$ cat src/rtl/tls_mem.sv
// simple synchronous ram: one write port, one registered read port
// depends on nothing
module tls_mem #(
	parameter int Width = 8,
	parameter int Depth = 64
) (
	input  logic                     clk,
	input  logic                     we,
	input  logic [$clog2(Depth)-1:0] waddr,
	input  logic [Width-1:0]         wdata,
	input  logic [$clog2(Depth)-1:0] raddr,
	output logic [Width-1:0]         rdata
);
	logic [Width-1:0] mem [Depth];
	always_ff @(posedge clk) begin
		if (we) mem[waddr] <= wdata;
		rdata <= mem[raddr];
	end
endmodule

$ cat config.mk
export PLATFORM = sky130hd
export DESIGN_NAME = tls_mem
export DESIGN_NICKNAME = d
export VERILOG_FILES = /design/src/rtl/tls_mem.sv
export SDC_FILE = /design/constraint.sdc
export NUM_CORES = 1
export LEC_CHECK = 0
export BUFFER_PORTS_ARGS = -buffer_cell sky130_fd_sc_hd__buf_2
export CELL_PAD_IN_SITES_DETAIL_PLACEMENT = 2
export CELL_PAD_IN_SITES_GLOBAL_PLACEMENT = 2
export CORE_UTILIZATION = 50
export DETAILED_ROUTE_END_ITERATION = 8
export GPL_ROUTABILITY_DRIVEN = 0
export PLACE_DENSITY_LB_ADDON = 0.1
export SLEW_MARGIN = 20
export SYNTH_ARGS = -nofsm -noshare
export SYNTH_HDL_FRONTEND = slang
export SYNTH_SLANG_ARGS = --single-unit
$ cat constraint.sdc
create_clock -name clk -period 2.25 [get_ports clk]
set_input_delay 0.1125 -clock clk [delete_from_list [all_inputs] [get_ports clk]]
set_output_delay 0.1125 -clock clk [all_outputs]
set_load 0.02 [all_outputs]
### Word-level counts from Yosys, hierarchy flattened

Memory sizes are Yosys's and may differ from the RTL's. A register that Yosys moved wholly into a read port is not among the register bits.
Cells that the tools add are included.
W data, S select, Z words.

* bits in registers: 0
* latch bits: 0
* memory bits (writable): 512
* bits in read-only memories: 0
* input bits: 22
* output and inout bits: 8
* word-level logic and storage cells: 3
* memories: 1

Memories
* mem: depth 64, width 8, rd ports 1, clocked after memory_dff 1, wr ports 1, RTL line 14 `logic [Width-1:0] mem [Depth];`

* $add $sub $neg: 0
* multiply operators: 0
* div/mod/pow operators: 0
* order comparisons: 0
* equal/unequal tests: 0
* shift-type cells: 0
* muxes and demuxes: 2
* bitwise operators: 0
* reductions and logical operators: 0

Operators by type and width (count)
* $mux W1: 2

### Depth between registers and ports, before layout

* word-level depth: 2
* depth in mapped cells: 9
* mapped depth without buffers: 5

### Least setup slack after synthesis

OpenSTA, ideal clock, no wires.

* kind: input to register
* from: input raddr[1]
* to: register rdata[3] (read register of mem)
* setup time: 0.128 ns
* arrival time: 1.652 ns
* data required time: 2.122 ns
* slack: 0.470 ns
* stages on the path: 7
* buffers on the path: 3
* cells stage by stage: buf_4 buf_2 buf_2 mux4_2 mux4_2 o21ai_1 o41ai_1

RTL lines
* from (decl): RTL line 11 `input logic [$clog2(Depth)-1:0] raddr,`
* to (decl): RTL line 12 `output logic [Width-1:0] rdata`

==> impl_metrics.toml <==
[run_status]
status = "complete, no violations"

[yosys]
synthTopCellsByArea = "edfxtp_1 (76%), mux4_2 (14%), nor2_1 (1.5%), mux2i_1 (1.1%), dfxtp_1 (0.79%)"
syn_area_sq_um = 20200
avgSynthCellArea_sq_um = 21.5
synth-seq-area-share_pct = 77.0
ys_types = 40
yosys.area.top_type = "edfxtp_1"
synth_warnings = 0
netlist_instances = 940
syn_nets = 962
synth_top_area_share_pct = 76.2
synth-seq-cells = 520

[clocking]
cts_sinks = 520
numCtsBuffers = 52
clk_pin_slew_ns = 0.07
clock-root-buffer = "clkbuf_16"
htree_levels = 2
cts_setup_buffers = 0
clock_path_buffers = 3
cts_tree = "yes"
hold_buffers = 0
clkLatencyLatePin_ns = 0.60

[grt]
grt_antenna_before_repair = 0
grt_pass1_wl_microns = 90100
grt_max_degree = 65
use_met2_pct = 53.1
busiest_layer = "met2"
overflow = 0
first_global_vias = 11700
use_met3_pct = 5.65
grtUsageMet1_pct = 42.1
grt.total_usage_pct = 31.9

[worst_setup_path]
crit_path_start = "mem[29][6]$_DFFE_PP_"
crit_type = "register to register"
worstPathRequired_ns = 2.71
cp-endpoint = "rdata[6]$_DFF_P_"
cp-start-kind = "register"
arrival_ns = 2.62
reg2reg_from = "mem[29][6]$_DFFE_PP_"
end_kind = "register"
cp_max_fo = 1
rrSetupSlack_ns = 0.09
rr_endpoint = "rdata[6]$_DFF_P_"
worstRegToRegCells = 5
slowest_delay_ns = 0.50
crit_chain = "mux4_2 > mux2_2 > o221a_2 > nor3_2 > o32ai_1"
crit_path_top_delay_cell = "mux4_2"

[place]
place_inst = 1569
portBuffers = 29
dp_hpwl_microns = 39100

[power_and_ir_drop]
switching_share_pct = 22.2
power_leakage_nw = 7.58
clockPowerShare_pct = 42.7
netSwitchingPower_mw = 4.63
irDropWorstVdd_uv = 878
p_comb_share_pct = 5.7
seqPwrFrac_pct = 51.6
p_int_mw = 16.3
powerDensity_nw_per_um2 = 891
power_mw = 20.9

[die]
die_w_microns = 203
die-area_sq_um = 41100
fp-row-count = 73
start_util_pct = 50.8
die_y_microns = 203
io_pins = 30
core_area_sq_um = 39700

[sta]
timing.fmax_mhz = 462
slew_violations = 0
tightestPinTransition_ns = 1.04
hold_ws_ns = 0.0548
fin_skew_ns = 0.0152
rsz0062_at_grt = "no"
fin_crit_sh_pct = 96.1
hold_viol_final = 0
final-setup-viol-count = 0
fin_crit_ns = 2.16
slew_headroom_pct = 30.9

[route]
drt-total-wl_microns = 63400
vias = 10700
drc = 0
drtIter0Drc = 1051
dr.pass1.iters = 7
wl_per_cell_microns = 38.1
ant_nets = 0
vias_per_cell = 6.44

[layout]
layout.nets = 1120
final_cells = 1664
drive_gt1_share_pct = 32.6
synthToLayoutAreaGrowth_pct = 16.3
n_fill_cell = 3197
diodes = 0

[run]
drv_cap = 0

[hold_path]
hold_class = "primary input to register"
-- power groups by stage --
stage	Sequential [mW]	Combinational, mW	Clock (mW)
CTS	10.8	1.19	8.98
floorplan	11.0	0.571	0
global placement	11.0	1.06	0
global route	10.8	1.24	9.25
detailed placement	11.0	1.15	0
finish	10.8	1.19	8.92
-- cells in the final DEF, fill, tap and decap left out, types with 10 or more instances in the layout --
master	count
buf_2	26
buf_4	118
nor2_1	83
clkbuf_16	53
clkbuf_1	13
buf_12	10
mux4_2	126
edfxtp_1	512
nor2b_1	14
nand3_1	13
mux2i_1	23
nand2_1	19
mux2_2	13
-- metrics by stage --
stage / instance area, sq um / setup TNS (ns) / setup slack (ns) / util [%]
2_1_floorplan: 20200 / 0 / 0.470 / -
3_3_place_gp: 21700 / -0.334 / -0.133 / 54.7
3_5_place_dp: 21700 / -0.664 / -0.151 / 54.7
4_1_cts: 23400 / 0 / 0.0926 / 59.0
5_1_grt: 23400 / 0 / 0.0740 / 59.0
6_report: 23400 / 0 / 0.0877 / 59.0
-- cell families (layout without fill, tap and decap cells) --
logic type	count (synthesis)	count (layout)	share of synthesized area, %
DFF	520	520	77.0
muxes	162	162	15.9
and+or+nand+nor	153	153	3.39
AOI/OAI and AO/OA	54	54	2.07
buffers and inverters	51	250	1.57
-- critical path: cells and delay by family, from the launching register on --
family / cells / cell delay, ns
mux: 2 / 0.80
flops: 1 / 0.41
simple gates: 1 / 0.36
compound gates: 2 / 0.47
-- cells in the mapped netlist --
library cell and number:
mux4_2 126, buf_6 4, nor3_1 7, nand4_1 2, a221oi_1 6, nor4_1 2
o22ai_1 8, nor2b_1 14, buf_12 2, a211oi_1 4, edfxtp_1 512, buf_2 11
a21oi_1 3, a31oi_1 1, o221ai_1 8, clkbuf_1 17, o21a_1 2, a22oi_1 3
buf_4 13, o311ai_1 1, nand4b_1 1, a2111oi_0 2, and2_1 1, o2bb2ai_1 3
o21ai_0 2, mux2_2 13, nand3b_1 3, o32ai_1 2, o41ai_1 2, nand2_1 19
nand2b_1 7, buf_1 4, mux2i_1 23, or3_1 1, o2111ai_1 3, o21ai_1 2
nor2_1 83, o221a_2 2, dfxtp_1 8, nand3_1 13
-- flip-flops by register name, indices dropped and copies added, names as in the netlist --
name / flops
rdata: 8
mem: 512
-- metal layers --
| metal | vias up | share of wire [%] |
|---|---|---|
| met3 | 109 | 6.8 |
| met4 | 0 | 3.9 |
| li1 | 4241 | - |
| met5 | - | 0 |
| met2 | 516 | 50 |
| met1 | 5845 | 39 |
-- how the worst min path moves through the flow --
stage                          end             start  slack (ns)  cells past startpoint
2_1_floorplan  mem[0][0]$_DFFE_PP_          wdata[0]        0.21                      0
3_3_place_gp      rdata[2]$_DFF_P_          raddr[5]        0.55                      3
3_5_place_dp              rdata[7]  rdata[7]$_DFF_P_        0.58                      1
4_1_cts           rdata[0]$_DFF_P_          raddr[5]        0.02                      3
5_1_grt           rdata[2]$_DFF_P_          raddr[5]        0.05                      3
6_report          rdata[0]$_DFF_P_          raddr[5]        0.05                      3
-- timing repair --
| item | 4_1_cts | 5_1_grt |
|---|---|---|
| hold endpoints to repair | 0 | 0 |
| setup endpoints to repair | 1 | 0 |
| gates resized for setup | 1 | 0 |
-- final cells by class --
cell class	instances	area, sq um	share of cell area, %
Tap cell	525	657	2.80
Clock buffer	72	1460	6.22
Multi-Input combinational cell	369	4320	18.4
Sequential cell	520	15500	66.3
Clock inverter	23	246	1.05
Timing Repair Buffer	155	1230	5.25
No activity file was read; power rests on OpenSTA's default activity.
